### src/rtl/rth_pkg.sv
// rth_pkg: shared widths, item and result types for the rgb_to_hsv block
// no dependencies; imported by every module of the block

package rth_pkg;

	localparam int CH_W       = 8;
	localparam int T_W        = 11;
	localparam int HUE_W      = 15;
	localparam int SAT_W      = 8;
	localparam int SXW        = 16;
	localparam int IN_W       = 24;
	localparam int OUT_W      = 32;
	localparam int FIFO_DEPTH = 4;
	localparam int FIFO_AW    = 2;
	localparam int FIFO_CW    = 3;

	// hue numerator in sixths of the circle, delta and max channel
	typedef struct packed {
		logic [T_W-1:0]  t;
		logic [CH_W-1:0] delta;
		logic [CH_W-1:0] maxc;
	} rth_item_t;

	// packed so that hue sits in the lowest bits
	typedef struct packed {
		logic [CH_W-1:0]  brightness;
		logic [SAT_W-1:0] saturation;
		logic [HUE_W-1:0] hue;
	} rth_result_t;

endpackage

### src/rtl/rth_front.sv
// rth_front: input register, max/min/delta and hue sector classification
// depends on rth_pkg

module rth_front (
	input  logic                    clk,
	input  logic                    arst_n,
	input  logic                    s_axis_tvalid,
	output logic                    s_axis_tready,
	input  logic [rth_pkg::IN_W-1:0] s_axis_tdata, // red, green, blue
	output logic                    item_valid,
	input  logic                    item_ready,
	output rth_pkg::rth_item_t      item
);
	import rth_pkg::*;

	logic [CH_W-1:0] r, g, b, mx, mn, d;
	logic [T_W-1:0]  t;
	rth_item_t       item_nxt;
	rth_item_t       item_s1;
	logic            valid_s1;

	assign r = s_axis_tdata[CH_W-1:0];
	assign g = s_axis_tdata[2*CH_W-1:CH_W];
	assign b = s_axis_tdata[3*CH_W-1:2*CH_W];

	always_comb begin
		mx = r;
		mn = r;
		if (g > mx) mx = g;
		if (b > mx) mx = b;
		if (g < mn) mn = g;
		if (b < mn) mn = b;
		d = mx - mn;
		// blue wins ties over green, green over red
		priority if (mx == b) begin
			t = T_W'(r) + (T_W'(d) << 2) - T_W'(g);
		end else if (mx == g) begin
			t = T_W'(b) + (T_W'(d) << 1) - T_W'(r);
		end else if (g >= b) begin
			t = T_W'(g) - T_W'(b);
		end else begin
			t = (T_W'(d) << 2) + (T_W'(d) << 1) + T_W'(g) - T_W'(b);
		end
		item_nxt.t     = t;
		item_nxt.delta = d;
		item_nxt.maxc  = mx;
	end

	assign s_axis_tready = !valid_s1 || item_ready;

	always_ff @(posedge clk or negedge arst_n) begin
		if (!arst_n) begin
			valid_s1 <= 1'b0;
		end else if (s_axis_tready) begin
			valid_s1 <= s_axis_tvalid;
		end
	end

	always_ff @(posedge clk) begin
		if (s_axis_tvalid && s_axis_tready) begin
			item_s1 <= item_nxt;
		end
	end

	assign item_valid = valid_s1;
	assign item       = item_s1;

	a_front_hold: assert property (@(posedge clk) disable iff (!arst_n)
		(valid_s1 && !item_ready) |=> (valid_s1 && $stable(item_s1)))
		else $error("front item changed while waiting for the queue");

endmodule

### src/rtl/rth_fifo.sv
// rth_fifo: short queue of classified items between front and back
// depends on rth_pkg

module rth_fifo (
	input  logic               clk,
	input  logic               arst_n,
	input  logic               in_valid,
	output logic               in_ready,
	input  rth_pkg::rth_item_t in_item,
	output logic               out_valid,
	input  logic               out_ready,
	output rth_pkg::rth_item_t out_item
);
	import rth_pkg::*;

	rth_item_t            mem_q [FIFO_DEPTH];
	logic [FIFO_AW-1:0]   wr_ptr_q, rd_ptr_q;
	logic [FIFO_CW-1:0]   count_q;
	logic                 push, pop;

	assign in_ready  = count_q != FIFO_CW'(FIFO_DEPTH);
	assign out_valid = count_q != '0;
	assign push      = in_valid && in_ready;
	assign pop       = out_valid && out_ready;
	assign out_item  = mem_q[rd_ptr_q];

	always_ff @(posedge clk or negedge arst_n) begin
		if (!arst_n) begin
			wr_ptr_q <= '0;
			rd_ptr_q <= '0;
			count_q  <= '0;
		end else begin
			if (push) wr_ptr_q <= wr_ptr_q + 1'b1;
			if (pop)  rd_ptr_q <= rd_ptr_q + 1'b1;
			if (push && !pop) begin
				count_q <= count_q + 1'b1;
			end else if (pop && !push) begin
				count_q <= count_q - 1'b1;
			end
		end
	end

	always_ff @(posedge clk) begin
		if (push) begin
			mem_q[wr_ptr_q] <= in_item;
		end
	end

	a_fifo_count: assert property (@(posedge clk) disable iff (!arst_n)
		(push && !pop) |=> (count_q == $past(count_q) + 1'b1))
		else $error("queue fill count lost an item");

endmodule

### src/rtl/rth_back.sv
// rth_back: pipelined restoring dividers for hue and saturation, output register
// depends on rth_pkg

module rth_back #(
	parameter int HUE_FRAC_BITS = 6
) (
	input  logic                 clk,
	input  logic                 arst_n,
	input  logic                 item_valid,
	output logic                 item_ready,
	input  rth_pkg::rth_item_t   item,
	output logic                 res_valid,
	input  logic                 res_ready,
	output rth_pkg::rth_result_t res
);
	import rth_pkg::*;

	localparam int SIXTH = 60 << HUE_FRAC_BITS;
	localparam int FULL  = 6 * SIXTH;
	localparam int QH    = $clog2(FULL + 1);
	localparam int HW    = QH + CH_W;
	localparam logic [HW-1:0] SIXTH_V = HW'(SIXTH);

	logic              en;
	logic              valid_s [QH+1];
	logic [HW-1:0]     hrem_s  [QH+1];
	logic [CH_W-1:0]   hden_s  [QH+1];
	logic [QH-1:0]     hq_s    [QH+1];
	logic [SXW-1:0]    srem_s  [QH+1];
	logic [CH_W-1:0]   sden_s  [QH+1];
	logic [SAT_W-1:0]  sq_s    [QH+1];
	logic              gray_s  [QH+1];
	logic [CH_W-1:0]   maxc_s  [QH+1];
	logic              out_valid_q;
	rth_result_t       res_q;
	logic [HUE_W-1:0]  hue_fin;
	logic [SAT_W-1:0]  sat_fin;

	assign en         = !out_valid_q || res_ready;
	assign item_ready = en;

	// rounded divisions: hue = (num + d/2) div d, sat = (255*d + max/2) div max
	always_ff @(posedge clk or negedge arst_n) begin
		if (!arst_n) begin
			valid_s[0] <= 1'b0;
		end else if (en) begin
			valid_s[0] <= item_valid;
		end
	end

	always_ff @(posedge clk) begin
		if (en && item_valid) begin
			hrem_s[0] <= SIXTH_V * HW'(item.t) + HW'(item.delta >> 1);
			hden_s[0] <= item.delta;
			hq_s[0]   <= '0;
			srem_s[0] <= (SXW'(item.delta) << 8) - SXW'(item.delta)
			             + SXW'(item.maxc >> 1);
			sden_s[0] <= item.maxc;
			sq_s[0]   <= '0;
			gray_s[0] <= item.delta == '0;
			maxc_s[0] <= item.maxc;
		end
	end

	for (genvar k = 0; k < QH; k++) begin : g_step
		logic [HW-1:0]    hsub, hrem_nxt;
		logic [QH-1:0]    hq_nxt;
		logic             hge;
		logic [SXW-1:0]   srem_nxt;
		logic [SAT_W-1:0] sq_nxt;

		always_comb begin
			hsub     = HW'(hden_s[k]) << (QH - 1 - k);
			hge      = hrem_s[k] >= hsub;
			hrem_nxt = hge ? hrem_s[k] - hsub : hrem_s[k];
			hq_nxt   = hq_s[k];
			hq_nxt[QH-1-k] = hge;
		end

		if (k < SAT_W) begin : g_sat
			logic [SXW-1:0] ssub;
			logic           sge;

			always_comb begin
				ssub     = SXW'(sden_s[k]) << (SAT_W - 1 - k);
				sge      = srem_s[k] >= ssub;
				srem_nxt = sge ? srem_s[k] - ssub : srem_s[k];
				sq_nxt   = sq_s[k];
				sq_nxt[SAT_W-1-k] = sge;
			end
		end else begin : g_pass
			assign srem_nxt = srem_s[k];
			assign sq_nxt   = sq_s[k];
		end

		always_ff @(posedge clk or negedge arst_n) begin
			if (!arst_n) begin
				valid_s[k+1] <= 1'b0;
			end else if (en) begin
				valid_s[k+1] <= valid_s[k];
			end
		end

		always_ff @(posedge clk) begin
			if (en) begin
				hrem_s[k+1] <= hrem_nxt;
				hden_s[k+1] <= hden_s[k];
				hq_s[k+1]   <= hq_nxt;
				srem_s[k+1] <= srem_nxt;
				sden_s[k+1] <= sden_s[k];
				sq_s[k+1]   <= sq_nxt;
				gray_s[k+1] <= gray_s[k];
				maxc_s[k+1] <= maxc_s[k];
			end
		end
	end

	// full circle wraps to zero, gray pixels give zero hue and saturation
	always_comb begin
		if (gray_s[QH] || hq_s[QH] >= QH'(FULL)) begin
			hue_fin = '0;
		end else begin
			hue_fin = HUE_W'(hq_s[QH]);
		end
		sat_fin = gray_s[QH] ? '0 : sq_s[QH];
	end

	always_ff @(posedge clk or negedge arst_n) begin
		if (!arst_n) begin
			out_valid_q <= 1'b0;
		end else if (en) begin
			out_valid_q <= valid_s[QH];
		end
	end

	always_ff @(posedge clk) begin
		if (en && valid_s[QH]) begin
			res_q.hue        <= hue_fin;
			res_q.saturation <= sat_fin;
			res_q.brightness <= maxc_s[QH];
		end
	end

	assign res_valid = out_valid_q;
	assign res       = res_q;

	a_hue_range: assert property (@(posedge clk) disable iff (!arst_n)
		out_valid_q |-> (32'(res_q.hue) < 32'(FULL)))
		else $error("hue reached a full circle");

	a_black: assert property (@(posedge clk) disable iff (!arst_n)
		(out_valid_q && res_q.brightness == '0)
		|-> (res_q.saturation == '0 && res_q.hue == '0))
		else $error("black pixel with nonzero hue or saturation");

	a_stall: assert property (@(posedge clk) disable iff (!arst_n)
		!en |=> $stable(valid_s[QH]))
		else $error("divider pipeline moved while stalled");

endmodule

### src/rtl/rgb_to_hsv.sv
// rgb_to_hsv: converts one 8-bit rgb pixel per item into hue, saturation and value.
// Built from rth_front, rth_fifo and rth_back, using rth_pkg. A new pixel is taken
// every clock when the output side keeps up. QH = clog2(360*2^HUE_FRAC_BITS + 1)
// is the number of hue quotient bits (15 at the default of 6) and sets the depth of
// the divider pipeline, since the hue divider resolves one quotient bit per pipeline
// stage. Hue is in units of 1/2^HUE_FRAC_BITS degree, rounded to nearest; saturation
// is 255*delta/max rounded; gray pixels give hue and saturation of zero. A four-entry
// queue lets the input side keep accepting pixels while the output is stalled, until
// the queue is full.

module rgb_to_hsv #(
	parameter int HUE_FRAC_BITS = 6
) (
	input  logic                      clk,
	input  logic                      arst_n,
	input  logic                      s_axis_tvalid,
	output logic                      s_axis_tready,
	input  logic [rth_pkg::IN_W-1:0]  s_axis_tdata, // red, green, blue
	output logic                      m_axis_tvalid,
	input  logic                      m_axis_tready,
	output logic [rth_pkg::OUT_W-1:0] m_axis_tdata  // hue, saturation, brightness, zero pad
);
	import rth_pkg::*;

	logic        f_valid, f_ready;
	rth_item_t   f_item;
	logic        q_valid, q_ready;
	rth_item_t   q_item;
	rth_result_t res;

	rth_front u_front (
		.clk           (clk),
		.arst_n        (arst_n),
		.s_axis_tvalid (s_axis_tvalid),
		.s_axis_tready (s_axis_tready),
		.s_axis_tdata  (s_axis_tdata),
		.item_valid    (f_valid),
		.item_ready    (f_ready),
		.item          (f_item)
	);

	rth_fifo u_fifo (
		.clk       (clk),
		.arst_n    (arst_n),
		.in_valid  (f_valid),
		.in_ready  (f_ready),
		.in_item   (f_item),
		.out_valid (q_valid),
		.out_ready (q_ready),
		.out_item  (q_item)
	);

	rth_back #(
		.HUE_FRAC_BITS (HUE_FRAC_BITS)
	) u_back (
		.clk        (clk),
		.arst_n     (arst_n),
		.item_valid (q_valid),
		.item_ready (q_ready),
		.item       (q_item),
		.res_valid  (m_axis_tvalid),
		.res_ready  (m_axis_tready),
		.res        (res)
	);

	assign m_axis_tdata = OUT_W'(res);

endmodule

### config.mk
export PLATFORM = sky130hd
export DESIGN_NAME = rgb_to_hsv
export DESIGN_NICKNAME = d
export VERILOG_FILES = /design/src/rtl/rth_pkg.sv /design/src/rtl/rth_front.sv /design/src/rtl/rth_fifo.sv /design/src/rtl/rth_back.sv /design/src/rtl/rgb_to_hsv.sv
export SDC_FILE = /design/constraint.sdc
export NUM_CORES = 2
export LEC_CHECK = 0
export ABC_AREA = 1
export BUFFER_PORTS_ARGS = -buffer_cell sky130_fd_sc_hd__buf_2
export CORE_MARGIN = 10
export CORE_UTILIZATION = 30
export CTS_CLUSTER_DIAMETER = 200
export DETAILED_ROUTE_END_ITERATION = 16
export HOLD_SLACK_MARGIN = 0.03
export PLACE_DENSITY_LB_ADDON = 0.1
export RECOVER_POWER = 50
export SLEW_MARGIN = 30
export SYNTH_ARGS = -nofsm -noshare
export SYNTH_HDL_FRONTEND = slang
export SYNTH_SLANG_ARGS = --single-unit
export TNS_END_PERCENT = 1
### constraint.sdc
create_clock -name clk -period 51.2 [get_ports clk]
set_input_delay 2.56 -clock clk [delete_from_list [all_inputs] [get_ports clk]]
set_output_delay 2.56 -clock clk [all_outputs]
set_load 0.01 [all_outputs]
**Word-level counts from Yosys, hierarchy flattened**

Memory sizes are Yosys's and may differ from the RTL's. A register that Yosys moved wholly into a read port is not among the register bits.
Cells that the tools add are included.

- Flip-flop bits (word level): 67
- Memory bits (writable): 1500
- Input port bits: 28
- Output and inout bits: 34
- Word-level logic and storage cells: 160
- Memories kept: 9

Memory list:

| memory | words | bits a word | read ports | clocked after Yosys merged registers in | wr ports | line | RTL |
|---|---|---|---|---|---|---|---|
| u_back.hrem_s | 16 | 23 | 15 | 0 | 16 | rth_back.sv:26 | `logic [HW-1:0] hrem_s [QH+1];` |
| u_back.srem_s | 16 | 16 | 15 | 0 | 16 | rth_back.sv:29 | `logic [SXW-1:0] srem_s [QH+1];` |
| u_back.hq_s | 16 | 15 | 16 | 0 | 16 | rth_back.sv:28 | `logic [QH-1:0] hq_s [QH+1];` |
| u_back.hden_s | 16 | 8 | 15 | 0 | 16 | rth_back.sv:27 | `logic [CH_W-1:0] hden_s [QH+1];` |
| u_back.maxc_s | 16 | 8 | 16 | 1 | 16 | rth_back.sv:33 | `logic [CH_W-1:0] maxc_s [QH+1];` |
| u_back.sden_s | 16 | 8 | 15 | 0 | 16 | rth_back.sv:30 | `logic [CH_W-1:0] sden_s [QH+1];` |
| +3 memories | -- | -- | -- | -- | -- | -- |  |

- $add $sub $neg: 39
- $mul: 1
- Order comparisons: 29
- Equality and inequality tests: 3
- Muxes and demuxes: 38
- Reduce and logical (&&, ||, !) cells: 16

Operators by type and width:

| cell | number |
|---|---|
| $mux 23 | 15 |
| $mux 16 | 8 |
| $mux 11 | 3 |
| $sub 11x8->11 | 3 |
| $mux 8 | 4 |
| $sub 16x8->16 | 2 |
| $add 23x7->23 | 1 |
| $ge 23x10->1 | 1 |
| $ge 23x11->1 | 1 |
| $ge 23x12->1 | 1 |
| $ge 23x13->1 | 1 |
| $ge 23x14->1 | 1 |
| $ge 23x15->1 | 1 |
| $ge 23x16->1 | 1 |
| $ge 23x17->1 | 1 |
| $ge 23x18->1 | 1 |
| $ge 23x19->1 | 1 |
| $ge 23x20->1 | 1 |
| $ge 23x21->1 | 1 |
| $ge 23x22->1 | 1 |
| $ge 23x8->1 | 1 |
| $ge 23x9->1 | 1 |
| $sub 23x10->23 | 1 |
| $sub 23x11->23 | 1 |
| other kinds (53) | 73 |

**Depth between registers and ports, before layout**

- Depth after elaboration: 11
- Depth in mapped cells: 54
- Mapped depth without buffers: 52

**Hierarchy**

Synthesis repeated with hierarchy kept, for this count alone.

- Cells, all modules: 5783
- Area total of the unflattened synthesis: 56329.0 um2

By module, submodules not included:

| module | instances | cells each | area each (um2) | sequential area each (um2) |
|---|---|---|---|---|
| rth_back | 1 | 4743 | 46539.6 | 27091.0 |
| rth_front | 1 | 665 | 5031.1 | 835.8 |
| rth_fifo | 1 | 373 | 4747.1 | 3418.3 |
| rgb_to_hsv | 1 | 2 | 11.3 | 0.0 |

**Worst setup path after synthesis**

OpenSTA, ideal clock, no wires.

- Path type: input port to flip-flop
- Start point: in m_axis_tready
- End point: mem u_back.gray_s[10], enable pin
- Data arrival time: 24711 ps
- Setup slack: 25001 ps
- Cell stages on the path: 3
- Path buffers: 1
- Path through: nor2_1 > clkinv_1 > clkbuf_1

RTL lines:

| item | line | RTL |
|---|---|---|
| start, declared | rgb_to_hsv.sv:20 | `input logic m_axis_tready,` |
| end, declared | rth_back.sv:32 | `logic gray_s [QH+1];` |

**Worst setup path after layout**

- Start point: in s_axis_tdata[7] (netlist bit)
- End point: reg u_front.item_s1, in the netlist u_front.item[26] (data pin)

- Longest elaborated chain between the ends: 11
- Elaborated cells between the ends (all ways): 21

Ends and longest elaborated chain:

| item | line | RTL |
|---|---|---|
| start, declared | rgb_to_hsv.sv:18 | `input logic [rth_pkg::IN_W-1:0] s_axis_tdata,` |
| $gt 8x8->1 | rth_front.sv:29 | `if (g > mx) mx = g;` |
| $mux 8 (*) | rth_front.sv:29 |  |
| $gt 8x8->1 | rth_front.sv:30 | `if (b > mx) mx = b;` |
| $mux 8 (*) | rth_front.sv:30 |  |
| net u_front.mx[1] | rth_front.sv:16 | `logic [CH_W-1:0] r, g, b, mx, mn, d;` |
| $sub 8x8->8 (*) | rth_front.sv:33 | `d = mx - mn;` |
| net u_front.d[4] | rth_front.sv:16 |  |
| $add 10x9->11 | rth_front.sv:42 | `t = (T_W'(d) << 2) + (T_W'(d) << 1) + T_W'(g) - T_W'(b);` |
| $add 11x8->11 | rth_front.sv:42 |  |
| $sub 11x8->11 | rth_front.sv:42 |  |
| $mux 11 | rth_front.sv:39 | `end else if (g >= b) begin` |
| $mux 11 | rth_front.sv:37 | `end else if (mx == g) begin` |
| $mux 11 (*) | rth_front.sv:35 | `priority if (mx == b) begin` |
| net u_front.t[10] | rth_front.sv:17 | `logic [T_W-1:0] t;` |
| end signal, assigned | rth_front.sv:61 | `item_s1 <= item_nxt;` |
| end, declared | rth_front.sv:19 | `rth_item_t item_s1;` |

Mark *: on every way through the listed nets, which the timed path passes. The rest lies on a longest branch.
A chain may end at the register's enable or synchronous reset.

==> results.tsv <==
metric	value	unit
gr-usage-met2	20.12	%
grt_max_degree	194	
r2r-start	u_back.res_valid	
drive_above_1_share	7.220	%
drtIter0Drc	1409	
grt_util_met1	13.18	%
cp_data_arrival_time	10180	ps
htreeDepth	4	
io-pin-count	62	
dr.pass1.iters	8	
synth.distinct_cells	72	
track_usage	11.21	%
area_delta_synth_final	14.58	%
critPathMostFrequentCell	inv_1	
crit_path_max_fanout	19	
finalSetupTns	0	ps
hpwl	75070	µm
clock_skew	29.14	ps
dieHeight	430.4	µm
seq_area	31350	µm²
vias	30000	
fillers	16519	
met3_usage	2.235	%
most-common-layout-cells	edfxtp_1, inv_1, nand2_1, nor2_1, o21ai_0	
violations	max-capacitance violations, max-slew violations	
rsz0062_at_grt	no	
initial_core_util	30.22	%
setup_viol	0	
startpoint_type	primary input	
fp.dieArea	185200	µm²
grt_pass1_vias	30838	
clock_tree.buffer_depth	3	
multi_input_area	16680	µm²
critPathCaptureType	flip-flop	
hp-class	reg -> reg	
worstMarginPinSlew	3515	ps
hold_start	u_back.hq_s[12][4]	
antenna_found_initial	1	
place_congestion	0.8306	
synthAdderAreaFrac	9.851	%
cap_viol_max_count	7	
root_buffer	clkbuf_16	
final_common_cell	edfxtp_1	
ys_ff_latch	1048	
avgSynthCellArea	11.80	µm²
period_share	18.88	%
status	finished with violations	
ant_nets	0	
grt-busiest-layer	met2	
cts_resized	0	
crit_required	51710	ps
drc	0	
ys.warnings.count	0	
relSlewSlack	-135.6	%
post_cts_buffers	0	
std_cell_rows	150	
clkTransAtPathRegs	70	ps
synth_edf_count	1023	
core	167200	µm²
synthFlopType	edfxtp_1	
viasPerCell	4.437	
syn_area	50530	µm²
cts_buffers	131	
grt_pass1_wl	167400	µm
crit_type	in -> reg	
synthSimpleGateAreaFrac	10.70	%
wire_per_inst	15.38	µm
ys_seq_area_share	62.04	%
min_period	9667	ps
clock_sinks	1048	
clock_latency	760	ps
drv_slew	256	
io_buffers	60	
fin_nets	4839	
max_stage_delay	520	ps
synthCells	4281	
fmaxAchievable	103.4	MHz
synth_nets	4666	
synth_top_family_by_area	simple AND/OR/NAND/NOR gates	
drt-total-wl	104000	µm
hold_viol_final	0	
overflow	0	
synth_xor_xnor_area_share	4.658	%
async_reset_ff_share	2.385	%
crit_start	s_axis_tdata[7]	
hold_buffers	0	
synth_compound_area_share	7.667	%
muxShareOfSynthArea	0.06191	%
cts_tree	done	
critPathSlowestCell	o21ai_0	
die_x	430.4	µm
-- sequential cells by signal, summed over array words and instances, names as in the netlist --
signal and count:
u_back.valid_s 16, u_back.sq_s 92, u_front.item_valid 1, u_back.hden_s 118, u_front.item 27, u_back.hrem_s 255
u_fifo.count_q 3, u_fifo.mem_q 108, u_back.gray_s 16, u_fifo.wr_ptr_q 2, u_back.res_valid 1, u_fifo.rd_ptr_q 2
u_back.sden_s 7, u_back.hq_s 120, u_back.srem_s 128, u_back.res 31, u_back.maxc_s 121
-- layer usage --
metal  wire (µm)  part of all wire [%]  vias to the layer above
met1       44400                    43                    14166
met5           0                     0                        -
met4        2902                   2.8                        0
met2       53230                    51                      366
li1            -                     -                    15287
met3        3449                   3.3                      181
-- synth_stat cells, types with 52 or more instances --
master | count | area share, %
nor4_1 | 52 | 0.64
edfxtp_1 | 1023 | 61
nor3_1 | 53 | 0.52
xnor2_1 | 98 | 1.7
xor2_1 | 167 | 2.9
ha_1 | 289 | 7.2
nor2_1 | 354 | 2.6
o21ai_0 | 294 | 2.9
inv_1 | 607 | 4.5
fa_1 | 68 | 2.7
a21oi_1 | 235 | 2.3
nand2_1 | 571 | 4.2
nand3_1 | 101 | 1.0
-- cells by family (layout without fill, tap and decap cells) --
| group | Yosys count | count (layout) |
|---|---|---|
| buf+inv | 668 | 944 |
| fa+ha+maj | 357 | 357 |
| xor+xnor | 267 | 267 |
| mux | 3 | 3 |
| other cells | 1 | 2 |
| flops | 1048 | 1048 |
| simple gates | 1248 | 1248 |
| compound gates | 689 | 689 |
-- per-stage QoR --
| step | setup WS (ps) | hold WS (ps) | cells | area [µm²] | utilization, % |
|---|---|---|---|---|---|
| floorplan | 25000 | 400.3 | 4281 | 50530 | - |
| global placement | 40870 | 400.3 | 6521 | 53620 | 32.07 |
| detailed placement | 40710 | 404.5 | 6522 | 53660 | 32.09 |
| CTS | 41540 | 398.7 | 6758 | 57900 | 34.62 |
| global route | 40760 | 419.0 | 6762 | 57890 | 34.62 |
| finish | 41530 | 399.1 | 6762 | 57890 | 34.62 |
-- worst paths after layout --
kind,endpoint,slack (ps),cells past startpoint
min reg2reg,u_back.hq_s[13][4],400,0
max reg2reg,u_back.sq_s[15][6],44190,8
max in group asynchronous,u_back.valid_s[2],48270,1
max,u_front.item[26],41530,46
min in group asynchronous,u_back.valid_s[9],2120,1
min,u_back.hq_s[13][4],400,0
-- worst max-delay path, delay by kind of cell --
kind	cells	cell delay (ps)
AOI/OAI and AO/OA	8	1620
xor gates and xnor gates	1	390
adders and majority gates	6	2390
buffers and inverters	11	1020
and+or+nand+nor	20	2180
-- area by class of cell --
class                   instances  area share [%]
flip-flops and latches       1048           54.14
multi-input cells            2565           28.82
clock buffers                 160           6.015
well taps                    2204           4.763
inverters                     618           4.009
clock inverters                76           1.295
repair buffers                 90          0.9531
diodes                          1        0.004322
Power is left out: the tool's default activity adds up to more than one toggle a clock period on the data nets, which glitch-free logic cannot reach.
